File: src/sv/kpsc_pkg.sv
// Package: shared types, key table and constants for the keypad scan block.
`timescale 1ns / 1ps

package kpsc_pkg;

    // Build-time sizing
    localparam int KEY_COUNT   = 12;
    localparam int PULSE_WIDTH = 16;
    localparam int TABLE_KEYS  = 12;
    localparam int KEY_LIMIT   = ((KEY_COUNT & 15) < TABLE_KEYS) ? (KEY_COUNT & 15) : TABLE_KEYS;
    localparam int CNT_W       = (PULSE_WIDTH < 16) ? PULSE_WIDTH : 16;

    // Field widths
    localparam int WORD_W      = 32;
    localparam int KEY_W       = 4;
    localparam int DELAY_W     = 16;
    localparam int PULSE_LEN_W = 16;
    localparam int CFG_ADDR_W  = 2;
    localparam int CFG_DATA_W  = 16;
    localparam int IN_TDATA_W  = 104;
    localparam int IN_TUSER_W  = 2;
    localparam int OUT_TDATA_W = 96;

    // Fixed masks
    localparam logic [WORD_W-1:0] MASK0    = 32'h0002_0000;
    localparam logic [WORD_W-1:0] MASK2    = 32'h0170_01f4;
    localparam logic [WORD_W-1:0] RELEASE2 = MASK2 & ~32'h0170_0000;
    localparam logic [WORD_W-1:0] LOCK_BIT = 32'h0004_0000;
    localparam logic [WORD_W-1:0] USB_BIT  = 32'h0008_0000;
    localparam int                USB_POS  = 19;

    // Register reset values
    localparam logic [DELAY_W-1:0]    FIRST_DELAY_RST  = 16'd500;
    localparam logic [DELAY_W-1:0]    REPEAT_DELAY_RST = 16'd175;
    localparam logic [TABLE_KEYS-1:0] ACTIVE_HIGH_RST  = 12'd2160;

    typedef enum logic [1:0] {
        CMD_SCAN        = 2'd0,
        CMD_PRESS       = 2'd1,
        CMD_RELEASE     = 2'd2,
        CMD_RELEASE_ALL = 2'd3
    } cmd_t;

    typedef enum logic [CFG_ADDR_W-1:0] {
        REG_REMOTE_MASK   = 2'd0,
        REG_FIRST_DELAY   = 2'd1,
        REG_REPEAT_DELAY  = 2'd2,
        REG_ACTIVE_HIGH   = 2'd3
    } reg_idx_t;

    typedef struct packed {
        logic                  remote_mask;
        logic [DELAY_W-1:0]    first_delay;
        logic [DELAY_W-1:0]    repeat_delay;
        logic [TABLE_KEYS-1:0] active_high;
    } cfg_t;

    // Switch mask of each key; keys past the table have none
    function automatic logic [WORD_W-1:0] key_mask(input logic [KEY_W-1:0] idx);
        logic [WORD_W-1:0] m;
        unique case (idx)
            4'd0:    m = 32'h0002_0000;
            4'd1:    m = 32'h0000_0030;
            4'd2:    m = 32'h0000_0020;
            4'd3:    m = 32'h0000_0010;
            4'd4:    m = 32'h0010_0000;
            4'd5:    m = 32'h0020_0000;
            4'd6:    m = 32'h0040_0000;
            4'd7:    m = 32'h0000_0004;
            4'd8:    m = 32'h0000_0100;
            4'd9:    m = 32'h0000_0080;
            4'd10:   m = 32'h0000_0040;
            4'd11:   m = 32'h0100_0000;
            default: m = '0;
        endcase
        return m;
    endfunction

    // 1 when the key lives in group 2, 0 for group 0
    function automatic logic key_in_g2(input logic [KEY_W-1:0] idx);
        return (idx >= 4'd1) && (idx <= 4'd11);
    endfunction

endpackage

File: src/sv/kpsc_cfg.sv
// Configuration register file of the keypad scan block.
`timescale 1ns / 1ps

module kpsc_cfg
(
    input  logic                               clk,
    input  logic                               rst_n,
    input  logic                               cfg_we,
    input  logic [kpsc_pkg::CFG_ADDR_W-1:0]    cfg_addr,
    input  logic [kpsc_pkg::CFG_DATA_W-1:0]    cfg_data,
    output kpsc_pkg::cfg_t                     cfg
);
    import kpsc_pkg::*;

    cfg_t cfg_reg;
    cfg_t cfg_next;

    // Register write decode
    always_comb
    begin
        cfg_next = cfg_reg;
        if (cfg_we)
        begin
            unique case (reg_idx_t'(cfg_addr))
                REG_REMOTE_MASK:   cfg_next.remote_mask   = cfg_data[0];
                REG_FIRST_DELAY:   cfg_next.first_delay   = cfg_data[DELAY_W-1:0];
                REG_REPEAT_DELAY:  cfg_next.repeat_delay  = cfg_data[DELAY_W-1:0];
                REG_ACTIVE_HIGH:   cfg_next.active_high   = cfg_data[TABLE_KEYS-1:0];
            endcase
        end
    end

    always_ff @(posedge clk or negedge rst_n)
    begin
        if (!rst_n)
        begin
            cfg_reg.remote_mask   <= 1'b0;
            cfg_reg.first_delay   <= FIRST_DELAY_RST;
            cfg_reg.repeat_delay  <= REPEAT_DELAY_RST;
            cfg_reg.active_high   <= ACTIVE_HIGH_RST;
        end
        else
        begin
            cfg_reg <= cfg_next;
        end
    end

    assign cfg = cfg_reg;

endmodule

File: src/sv/kpsc_keys.sv
// Per-key pressed decode of a group 0 / group 2 word pair, honoring key polarity.
`timescale 1ns / 1ps

module kpsc_keys
(
    input  logic [kpsc_pkg::WORD_W-1:0]     word0,
    input  logic [kpsc_pkg::WORD_W-1:0]     word2,
    input  logic [kpsc_pkg::TABLE_KEYS-1:0] active_high,
    output logic [kpsc_pkg::TABLE_KEYS-1:0] pressed
);
    import kpsc_pkg::*;

    // One bit per key; keys at or past the key limit never read pressed
    always_comb
    begin
        logic [WORD_W-1:0] w;
        logic              hit;
        pressed = '0;
        for (int i = 0; i < TABLE_KEYS; i++)
        begin
            w   = key_in_g2(KEY_W'(i)) ? word2 : word0;
            hit = |(w & key_mask(KEY_W'(i)));
            if (i < KEY_LIMIT)
            begin
                pressed[i] = active_high[i] ? hit : !hit;
            end
        end
    end

endmodule

File: src/sv/keypad_scan_click_autorepeat.sv
// Keypad scan with override merge, click detect, autorepeat and remote pulse timing.
// Each scan passes through two registers: the input register, loaded at its input transfer,
// and the result register, loaded from it. Throughput: one item per cycle, set by the
// combinational decode between the two registers; a scan waits while the result
// register holds an untaken result. Press, release and release-all commands give no result.
// Reset (rst_n, async, active low) empties both stages, loads register defaults,
// releases all override keys and clears the key history and remote counter.
`timescale 1ns / 1ps

module keypad_scan_click_autorepeat
(
    input  logic                                 clk,
    input  logic                                 rst_n,
    // Config write port
    input  logic                                 cfg_we,
    input  logic [kpsc_pkg::CFG_ADDR_W-1:0]      cfg_addr,
    input  logic [kpsc_pkg::CFG_DATA_W-1:0]      cfg_data,
    // Input stream
    input  logic                                 s_axis_tvalid,
    output logic                                 s_axis_tready,
    // raw_group0[31:0], raw_group2[63:32], tick_now[95:64], override_on[96],
    // key_index[100:97], zero pad[103:101]
    input  logic [kpsc_pkg::IN_TDATA_W-1:0]      s_axis_tdata,
    // command[1:0]
    input  logic [kpsc_pkg::IN_TUSER_W-1:0]      s_axis_tuser,
    // Result stream
    output logic                                 m_axis_tvalid,
    input  logic                                 m_axis_tready,
    // out_group0[31:0], out_group2[63:32], pressed_key[67:64], clicked_key[71:68],
    // repeat_key[75:72], remote_level[76], pulse_done[77], pulse_length[93:78],
    // zero pad[95:94]
    output logic [kpsc_pkg::OUT_TDATA_W-1:0]     m_axis_tdata
);
    import kpsc_pkg::*;

    cfg_t cfg;

    // Input stage
    logic              in_valid_reg;
    cmd_t              cmd_reg;
    logic [WORD_W-1:0] r0_reg;
    logic [WORD_W-1:0] r2_reg;
    logic [WORD_W-1:0] tick_reg;
    logic              ovon_reg;
    logic [KEY_W-1:0]  kidx_reg;

    // Block state
    logic [WORD_W-1:0] prev0_reg, prev0_next;
    logic [WORD_W-1:0] prev2_reg, prev2_next;
    logic [WORD_W-1:0] ov0_reg, ov0_next;
    logic [WORD_W-1:0] ov2_reg, ov2_next;
    logic [KEY_W-1:0]  held_reg, held_next;
    logic [WORD_W-1:0] last_tick_reg, last_tick_next;
    logic              repeating_reg, repeating_next;
    logic [CNT_W-1:0]  remote_cnt_reg, remote_cnt_next;

    // Result stage
    logic                   out_valid_reg, out_valid_next;
    logic [OUT_TDATA_W-1:0] out_data_reg, out_data_next;

    logic                  out_free;
    logic                  advance;
    logic                  is_scan;
    logic [TABLE_KEYS-1:0] cur_pressed;
    logic [TABLE_KEYS-1:0] prev_pressed;
    logic [TABLE_KEYS-1:0] new_click;

    kpsc_cfg u_cfg
    (
        .clk      (clk),
        .rst_n    (rst_n),
        .cfg_we   (cfg_we),
        .cfg_addr (cfg_addr),
        .cfg_data (cfg_data),
        .cfg      (cfg)
    );

    kpsc_keys u_keys_cur
    (
        .word0       (r0_reg),
        .word2       (r2_reg),
        .active_high (cfg.active_high),
        .pressed     (cur_pressed)
    );

    kpsc_keys u_keys_prev
    (
        .word0       (prev0_reg),
        .word2       (prev2_reg),
        .active_high (cfg.active_high),
        .pressed     (prev_pressed)
    );

    // Handshake: commands drain without a result, scans need room in the result stage
    assign is_scan       = (cmd_reg == CMD_SCAN);
    assign out_free      = !out_valid_reg || m_axis_tready;
    assign advance       = in_valid_reg && (!is_scan || out_free);
    assign s_axis_tready = !in_valid_reg || advance;
    assign new_click     = cur_pressed & ~prev_pressed;

    // Input register
    always_ff @(posedge clk or negedge rst_n)
    begin
        if (!rst_n)
        begin
            in_valid_reg <= 1'b0;
        end
        else if (s_axis_tready)
        begin
            in_valid_reg <= s_axis_tvalid;
        end
    end

    always_ff @(posedge clk)
    begin
        if (s_axis_tvalid && s_axis_tready)
        begin
            cmd_reg  <= cmd_t'(s_axis_tuser[1:0]);
            r0_reg   <= s_axis_tdata[31:0];
            r2_reg   <= s_axis_tdata[63:32];
            tick_reg <= s_axis_tdata[95:64];
            ovon_reg <= s_axis_tdata[96];
            kidx_reg <= s_axis_tdata[100:97];
        end
    end

    // Item processing
    always_comb
    begin
        logic [WORD_W-1:0]     kmask;
        logic [KEY_W-1:0]      prs;
        logic [KEY_W-1:0]      clk_key;
        logic [KEY_W-1:0]      rep;
        logic [2*TABLE_KEYS-1:0] held_vec;
        logic                  held_down;
        logic [DELAY_W-1:0]    lim;
        logic [WORD_W-1:0]     elapsed;
        logic [WORD_W-1:0]     m0;
        logic [WORD_W-1:0]     m2;
        logic                  level;
        logic                  done;
        logic [CNT_W-1:0]      len;

        prev0_next      = prev0_reg;
        prev2_next      = prev2_reg;
        ov0_next        = ov0_reg;
        ov2_next        = ov2_reg;
        held_next       = held_reg;
        last_tick_next  = last_tick_reg;
        repeating_next  = repeating_reg;
        remote_cnt_next = remote_cnt_reg;

        kmask = key_mask(kidx_reg);

        // Priority encode, lowest key index wins
        prs     = '0;
        clk_key = '0;
        for (int i = TABLE_KEYS - 1; i >= 0; i--)
        begin
            if (cur_pressed[i])
            begin
                prs = KEY_W'(i + 1);
            end
            if (new_click[i])
            begin
                clk_key = KEY_W'(i + 1);
            end
        end

        // Held key still down; index zero (no key) wraps into the zero padding
        held_vec  = {{TABLE_KEYS{1'b0}}, cur_pressed};
        held_down = (held_reg != '0) && held_vec[5'(held_reg - 4'd1)];
        lim       = repeating_reg ? cfg.repeat_delay : cfg.first_delay;
        elapsed   = tick_reg - last_tick_reg;

        // Override merge
        if (ovon_reg)
        begin
            m0 = (r0_reg | MASK0) & (~MASK0 | ov0_reg);
            m2 = (r2_reg | MASK2) & (~MASK2 | ov2_reg);
        end
        else
        begin
            m0 = r0_reg;
            m2 = r2_reg;
        end
        level = m2[USB_POS];
        done  = 1'b0;
        len   = '0;
        rep   = '0;

        if (advance)
        begin
            unique case (cmd_reg)
                CMD_PRESS:
                begin
                    if (kidx_reg < KEY_W'(KEY_LIMIT))
                    begin
                        if (key_in_g2(kidx_reg))
                        begin
                            ov2_next = ov2_reg & ~kmask;
                        end
                        else
                        begin
                            ov0_next = ov0_reg & ~kmask;
                        end
                    end
                end
                CMD_RELEASE:
                begin
                    if (kidx_reg < KEY_W'(KEY_LIMIT))
                    begin
                        if (key_in_g2(kidx_reg))
                        begin
                            ov2_next = ov2_reg | kmask;
                        end
                        else
                        begin
                            ov0_next = ov0_reg | kmask;
                        end
                    end
                end
                CMD_RELEASE_ALL:
                begin
                    ov0_next = ov0_reg | MASK0;
                    ov2_next = ov2_reg | RELEASE2;
                end
                CMD_SCAN:
                begin
                    // Click and autorepeat
                    priority if (clk_key != '0)
                    begin
                        held_next      = clk_key;
                        repeating_next = 1'b0;
                        last_tick_next = tick_reg;
                        rep            = clk_key;
                    end
                    else if (held_down)
                    begin
                        if (elapsed > {{(WORD_W-DELAY_W){1'b0}}, lim})
                        begin
                            repeating_next = 1'b1;
                            last_tick_next = tick_reg;
                            rep            = held_reg;
                        end
                    end
                    else
                    begin
                        held_next = '0;
                    end

                    prev0_next = r0_reg;
                    prev2_next = r2_reg;

                    // Remote pulse timing, saturating
                    if (level)
                    begin
                        if (remote_cnt_reg != '1)
                        begin
                            remote_cnt_next = remote_cnt_reg + CNT_W'(1);
                        end
                    end
                    else if (remote_cnt_reg != '0)
                    begin
                        done            = 1'b1;
                        len             = remote_cnt_reg;
                        remote_cnt_next = '0;
                    end
                end
            endcase
        end

        m2 = m2 & ~(LOCK_BIT | (cfg.remote_mask ? USB_BIT : '0));

        out_data_next = {2'b00, PULSE_LEN_W'(len), done, level, rep, clk_key, prs, m2, m0};

        // Result register load / drain
        if (advance && is_scan)
        begin
            out_valid_next = 1'b1;
        end
        else if (m_axis_tready)
        begin
            out_valid_next = 1'b0;
        end
        else
        begin
            out_valid_next = out_valid_reg;
        end
    end

    // State registers
    always_ff @(posedge clk or negedge rst_n)
    begin
        if (!rst_n)
        begin
            prev0_reg      <= '0;
            prev2_reg      <= '0;
            ov0_reg        <= MASK0;
            ov2_reg        <= RELEASE2;
            held_reg       <= '0;
            last_tick_reg  <= '0;
            repeating_reg  <= 1'b0;
            remote_cnt_reg <= '0;
            out_valid_reg  <= 1'b0;
        end
        else
        begin
            prev0_reg      <= prev0_next;
            prev2_reg      <= prev2_next;
            ov0_reg        <= ov0_next;
            ov2_reg        <= ov2_next;
            held_reg       <= held_next;
            last_tick_reg  <= last_tick_next;
            repeating_reg  <= repeating_next;
            remote_cnt_reg <= remote_cnt_next;
            out_valid_reg  <= out_valid_next;
        end
    end

    // Result payload
    always_ff @(posedge clk)
    begin
        if (advance && is_scan)
        begin
            out_data_reg <= out_data_next;
        end
    end

    assign m_axis_tvalid = out_valid_reg;
    assign m_axis_tdata  = out_data_reg;

endmodule
File: config.mk
export PLATFORM = sky130hd
export DESIGN_NAME = keypad_scan_click_autorepeat
export DESIGN_NICKNAME = d
export VERILOG_FILES = /design/src/sv/kpsc_pkg.sv /design/src/sv/kpsc_cfg.sv /design/src/sv/kpsc_keys.sv /design/src/sv/keypad_scan_click_autorepeat.sv
export SDC_FILE = /design/constraint.sdc
export NUM_CORES = 1
export LEC_CHECK = 0
export BUFFER_PORTS_ARGS = -buffer_cell sky130_fd_sc_hd__buf_2
export CAP_MARGIN = 20
export CORE_AREA = 4 4 242 220
export CTS_BUF_LIST = sky130_fd_sc_hd__clkbuf_4 sky130_fd_sc_hd__clkbuf_8 sky130_fd_sc_hd__clkbuf_16
export DETAILED_ROUTE_END_ITERATION = 8
export DIE_AREA = 0 0 246 224
export HOLD_SLACK_MARGIN = 0.12
export PLACE_DENSITY_LB_ADDON = 0.05
export SYNTH_ARGS = -nofsm -noshare
export SYNTH_HDL_FRONTEND = slang
export SYNTH_SLANG_ARGS = --single-unit
File: constraint.sdc
create_clock -name clk -period 4.8 [get_ports clk]
set_clock_uncertainty 0.1 [all_clocks]
set_input_delay 0.24 -clock clk [delete_from_list [all_inputs] [get_ports clk]]
set_output_delay 0.24 -clock clk [all_outputs]
set_load 0.03 [all_outputs]
### Word-level counts from Yosys, hierarchy flattened

Memory sizes are Yosys's and may differ from the RTL's. A register that Yosys moved wholly into a read port is not among the register bits.
Cells that the tools add are included.
Widths: inputs -> output; s select.

| storage, ports and cells | value |
|---|---|
| bits in registers | 404 |
| input port bits | 129 |
| memories | 1 |
| output and inout bits | 98 |
| ROM bits | 176 |

Memory list:

| memory | depth | bits a word | rd ports | clocked after memory_dff | wr ports | line | RTL |
|---|---|---|---|---|---|---|---|
| (no name shown) | 16 | 11 | 1 | 1 | 0 | kpsc_pkg.sv:61 | `unique case (idx)` |

| cells by class | value |
|---|---|
| multiplexer cells | 81 |
| equality and inequality tests | 15 |
| bitwise operators | 15 |
| reductions and logical operators | 64 |
| order comparisons | 5 |
| $add $sub $neg | 3 |

Operators with widths:

| kind | number |
|---|---|
| $mux 32 | 13 |
| $pmux 32 s3 | 2 |
| $and 32x32->32 | 5 |
| $mux 4 | 23 |
| $mux 16 | 4 |
| $or 32x32->32 | 2 |
| $gt 32x16->1 | 1 |
| $not 20->32 | 1 |
| $not 32->32 | 1 |
| $sub 32x32->32 | 1 |
| $mux 1 | 31 |
| $logic_not 1->1 | 27 |
| $mux 20 | 1 |
| $add 16x1->16 const B | 1 |
| $ne 16x16->1 const B | 1 |
| $reduce_bool 16->1 | 1 |
| $reduce_and 7->1 | 2 |
| $and 12x12->12 | 1 |
| $mux 3 | 4 |
| $ne 2x2->1 const B | 6 |
| $not 12->12 | 1 |
| $reduce_and 6->1 | 2 |
| $reduce_and 2->1 | 5 |
| $reduce_bool 2->1 | 5 |
| 22 further kinds | 42 |

### Longest topological paths before layout

| depth | value |
|---|---|
| word-level depth | 20 |
| depth in mapped cells | 22 |

### By module

From an unflattened synthesis, not the netlist that was laid out.

| second synthesis, totals | value |
|---|---|
| cell total of the unflattened synthesis | 1,396 |
| area total of the unflattened synthesis | 17,195.2 um2 |

By module, submodules not included:

| module | cells each | area each (um2) | instances |
|---|---|---|---|
| keypad_scan_click_autorepeat | 1,273 | 15,158.3 | 1 |
| kpsc_cfg | 97 | 1,819.2 | 1 |
| kpsc_keys | 13 | 108.9 | 2 |

### Least setup slack after synthesis

No wires, ideal clock.

| timing path | value |
|---|---|
| path kind | register to register |
| from | register last_tick_reg[1] |
| to | register last_tick_reg[0] |
| data required time | 4,575 ps |
| arrival | 4,459 ps |
| library setup time | 125 ps |
| stages on the path, launching flop included | 22 |
| path slack | 116 ps |
| period minus slack after synthesis | 4,684 ps |
| path through | dfrtp_1 inv_1 ha_1 nor2b_4 o2111a_1 or2_2 a21oi_1 o21ba_2 a21oi_1 xor2_1 ha_1 a21o_1 a21o_1 a21oi_1 o221a_2 nor2_1 and4bb_1 or4b_1 o41ai_2 a21oi_2 buf_6 mux2_4 |

| on the way | value |
|---|---|
| cells in the longest elaborated chain, start to end | 4 |

RTL lines:

| element | line | RTL |
|---|---|---|
| start, declared | keypad_scan_click_autorepeat.sv:53 | `logic [WORD_W-1:0] last_tick_reg, last_tick_next;` |
| start signal, assigned | keypad_scan_click_autorepeat.sv:314 | `last_tick_reg <= last_tick_next;` |
| $sub 32x32->32 | keypad_scan_click_autorepeat.sv:174 | `elapsed = tick_reg - last_tick_reg;` |
| $gt 32x16->1 | keypad_scan_click_autorepeat.sv:240 | `if (elapsed > {{(WORD_W-DELAY_W){1'b0}}, lim})` |
| $reduce_bool 2->1 (no source line) | n/a |  |
| $reduce_and 4->1 (no source line) | n/a |  |

Every way passes these cells.
A chain may end at the register's enable or synchronous reset.

### Worst setup path after layout

| timing path | value |
|---|---|
| from | register tick_reg[0] |
| to | register last_tick_reg[7] |

| on the way | value |
|---|---|
| cells in the longest elaborated chain, start to end | 4 |

RTL lines:

| element | line | RTL |
|---|---|---|
| start, declared | keypad_scan_click_autorepeat.sv:43 | `logic [WORD_W-1:0] tick_reg;` |
| start signal, assigned | keypad_scan_click_autorepeat.sv:121 | `tick_reg <= s_axis_tdata[95:64];` |
| $sub 32x32->32 | keypad_scan_click_autorepeat.sv:174 |  |
| $gt 32x16->1 | keypad_scan_click_autorepeat.sv:240 |  |
| $reduce_bool 2->1 (no source line) | n/a |  |
| $reduce_and 4->1 (no source line) | n/a |  |

Every way passes these cells.

==> metrics.txt <==
CP endpoint kind flip-flop; Unique masters post-synth approximately 80; switching part of the total 32.4%; total grt overflow 0; max-capacitance violation count 0; Req. time, crit path between 5 and 6 ns; Pint roughly 6.7 mW; Placed Area 17,200 um^2; Synth Flop Type edfxtp_1; Arrival @ worst endpoint around 5.2 ns; I/O pins roughly 230; most frequent cells after synthesis 195 x edfxtp_1, 99 x dfrtp_1, 98 x nand2_1, 79 x nor2_1, 70 x a21oi_1; Core Footprint about 50,000 um^2; H-tree depth 2; fin cells between 2,000 and 2,500; pwr dens 495 nW/um^2; placed cells roughly 2,100; actual slew at the worst max-slew pin just under 1 ns; slack of the critical path -0.0581 ns; min Tclk post-route approximately 5 ns; post-detail-place hpwl around 26,000 um; Max Slew Vio Count 0; dominant cells by area after synthesis edfxtp_1 39%, dfrtp_1 16%, ha_1 4.5%, mux2_2 4.3%, dfstp_2 4.0%; pin count of the biggest net entering global routing around 120; vias per inst 4.46; Compound-Gate Fraction of Synth Area under 10%; number of flip-flops in the largest register between 90 and 100; Setup CP Type reg -> reg; initial antenna violation count 3; mux share of post-synthesis cell area 8.99%; Sequential Power Share approximately 36%; DR vias approximately 10,000; Reg2Reg Depth 23; Die H about 220 um; GRT Util Overall between 10% and 20%; Hold Path Class in -> async; First DRT Iteration DRCs around 550; Mapped Area approximately 15,000 um^2; reg2reg setup slack -0.06 ns; WL/cell ~17 um; CTS Sinks roughly 330; Logic pwr share 34.0%; worst skew pair latency 0.55 ns; PortBufs 219; Max IR drop VDD between 0.2 and 0.25 mV; post-layout net count between 1,500 and 2,000; Cells after Synth between 1,000 and 1,500; multi-input logic area ~5700 um^2; first-pass GRT wire length 61,700 um; total power slightly below 10 mW; Layout fillers 4,863; pre-CTS setup slack -0.230 ns; fin util 39.8%; # rows between 70 and 80; layout cells sized above 1 31.5%; post-synthesis sequential area ratio 60.7%; r2r endpoint last_tick_reg[7]; final hold vios 0; Post-Synth Simple-Gate Area between 10% and 20%; routability cong. 0.783; slew margin rel. a little over a third; xor/xnor share of the synthesized area under 10%; largest family of logic cells by synthesized area simple AND/OR/NAND/NOR gates; worst r2r src tick_reg[0]; sequential cell area about 9200 um^2; top-count cell post-synth edfxtp_1; number of detailed-route iterations in the first pass 4; clock power share between 20% and 30%; register bit count reported by yosys 328; Detail Route Antenna Nets 0; CTS tree yes; count of final setup violators 31; CTS clk-pin slew, worst paths 0.06 ns; Fmax achieved 206 MHz; ys async rst share 37.2%; unrepaired setup endpoints after global routing true; final WL 38,600 um; vias in the first global route ~11,000; CP startpoint kind flip-flop; CTS max path bufs 3; period utilisation layout 101%; Ys Warns 0; Final Cell Area 20,100 um^2; Leak Pwr 8.38 nW; worst-path fanout max 7; Synth top area share around two fifths; Die X 246 um; Yosys top cell by area edfxtp_1; TritonCTS Buffers 39; violated checks setup timing; Initial Utilization about 30%; DRC violations left 0; clk root buf clkbuf_16; mean post-synth cell area 12.8 um^2; status finished, violations left; Synth Area in Adders 4.61%; Area Growth Syn to Fin 33.2%; Post-synth EDFFs between 150 and 200; die area about 55,000 um^2; Psw 3.23 mW
## power by group through the flow
stage	clock, mW	combinational [mW]	sequential, mW
6_report	2.94	3.38	3.62
4_1_cts	3.08	3.32	3.62
5_1_grt	3.19	3.79	3.67
3_3_place_gp	0	3.05	3.67
3_5_place_dp	0	3.06	3.67
2_1_floorplan	0	2.19	3.62
## cell usage in the layout, fill, tap and decap left out, types with 7 or more instances in the layout
master | synthesis | layout
dfstp_2 | 23 | 23
dfrtp_1 | 99 | 99
nor2_1 | 79 | 77
nor4_1 | 8 | 7
nand4_1 | 17 | 17
nand2_1 | 98 | 97
o21ai_0 | 38 | 37
a21oi_1 | 70 | 65
mux2_2 | 58 | 58
mux2i_1 | 20 | 20
clkbuf_16 | 0 | 39
o211ai_1 | 12 | 12
buf_2 | 5 | 218
a21o_1 | 21 | 21
dfxtp_1 | 11 | 11
nand2b_1 | 13 | 12
inv_1 | 61 | 58
xor2_1 | 27 | 27
nor2b_1 | 11 | 11
ha_1 | 54 | 49
buf_4 | 3 | 50
clkbuf_4 | 0 | 8
o22a_1 | 8 | 8
edfxtp_1 | 195 | 195
and2_1 | 21 | 20
mux2_4 | 29 | 29
dlygate4sd3_1 | 0 | 125
xnor2_1 | 27 | 27
nor3_1 | 15 | 15
nand3_1 | 18 | 18
clkinv_1 | 0 | 7
## logic make-up after synthesis
logic type | Yosys count
AO/OA/AOI/OAI | 211
XOR/XNOR | 54
adder cells (fa/ha/maj) | 55
buffers and inverters | 98
flip-flops | 328
multiplexers | 110
other | 1
AND/OR/NAND/NOR | 320
## metrics by stage
step	hold slack, ns	TNS, ns
floorplan	-0.156	0
global placement	0.301	-5.96
detailed placement	0.305	-7.40
CTS	0.237	-2.20
global route	0.263	-8.44
finish	0.192	-1.19
## worst max-delay path: stages (launching register included)
cell and delay (ns):
edfxtp_1 0.38, inv_1 0.07, ha_2 0.20, buf_6 0.11, nor2b_4 0.03, o2111a_1 0.26, or2_4 0.26, a21oi_4 0.14
o21ba_4 0.14, a21oi_2 0.03, xor2_1 0.16, ha_1 0.32, a21o_1 0.18, a21o_1 0.19, a21oi_2 0.16, o221a_4 0.21
nor2_2 0.03, and4bb_1 0.22, or4b_4 0.45, o41ai_2 0.29, buf_4 0.18, a21oi_4 0.11, buf_12 0.19, mux2_4 0.30
## layer usage
metal  GRT usage (%)  part of all wire [%]  wire (um)  vias to the layer above
met1            20.5                    50      19200                     4868
met3            3.58                   5.7       2210                       59
met2            20.6                    42      16300                      202
met5               0                 0.031         12                        -
met4            4.03                   2.2        853                        2
li1                -                     -          -                     5108
## worst max path at each step
stage	depth (start not counted)	endpoint	startpoint
finish	23	last_tick_reg[7]	tick_reg[0]
floorplan	21	last_tick_reg[0]	last_tick_reg[1]
global route	21	last_tick_reg[25]	tick_reg[0]
global placement	23	last_tick_reg[4]	tick_reg[0]
detailed placement	22	last_tick_reg[6]	tick_reg[0]
CTS	24	last_tick_reg[25]	tick_reg[0]
## area by class of cell
type | instances | area share, %
inverter | 61 | 1.16
clock inverter | 23 | 1.06
timing repair buffer | 403 | 14.3
sequential | 328 | 45.6
antenna | 1 | 0.0125
clock buffer | 49 | 5.33
tap | 680 | 4.24
multi-input combinational | 753 | 28.3
## what timing repair did
item / in CTS / in global routing
resized for setup: 25 / 18
pin swaps: 23 / 28
endpoints found under the hold margin: 259 / 0
endpoints found under the setup margin: 36 / 36
buffers inserted: 15 / 6
hold buffers: 125 / 0
cloned: 3 / 0
No activity file was read; power rests on OpenSTA's default activity.
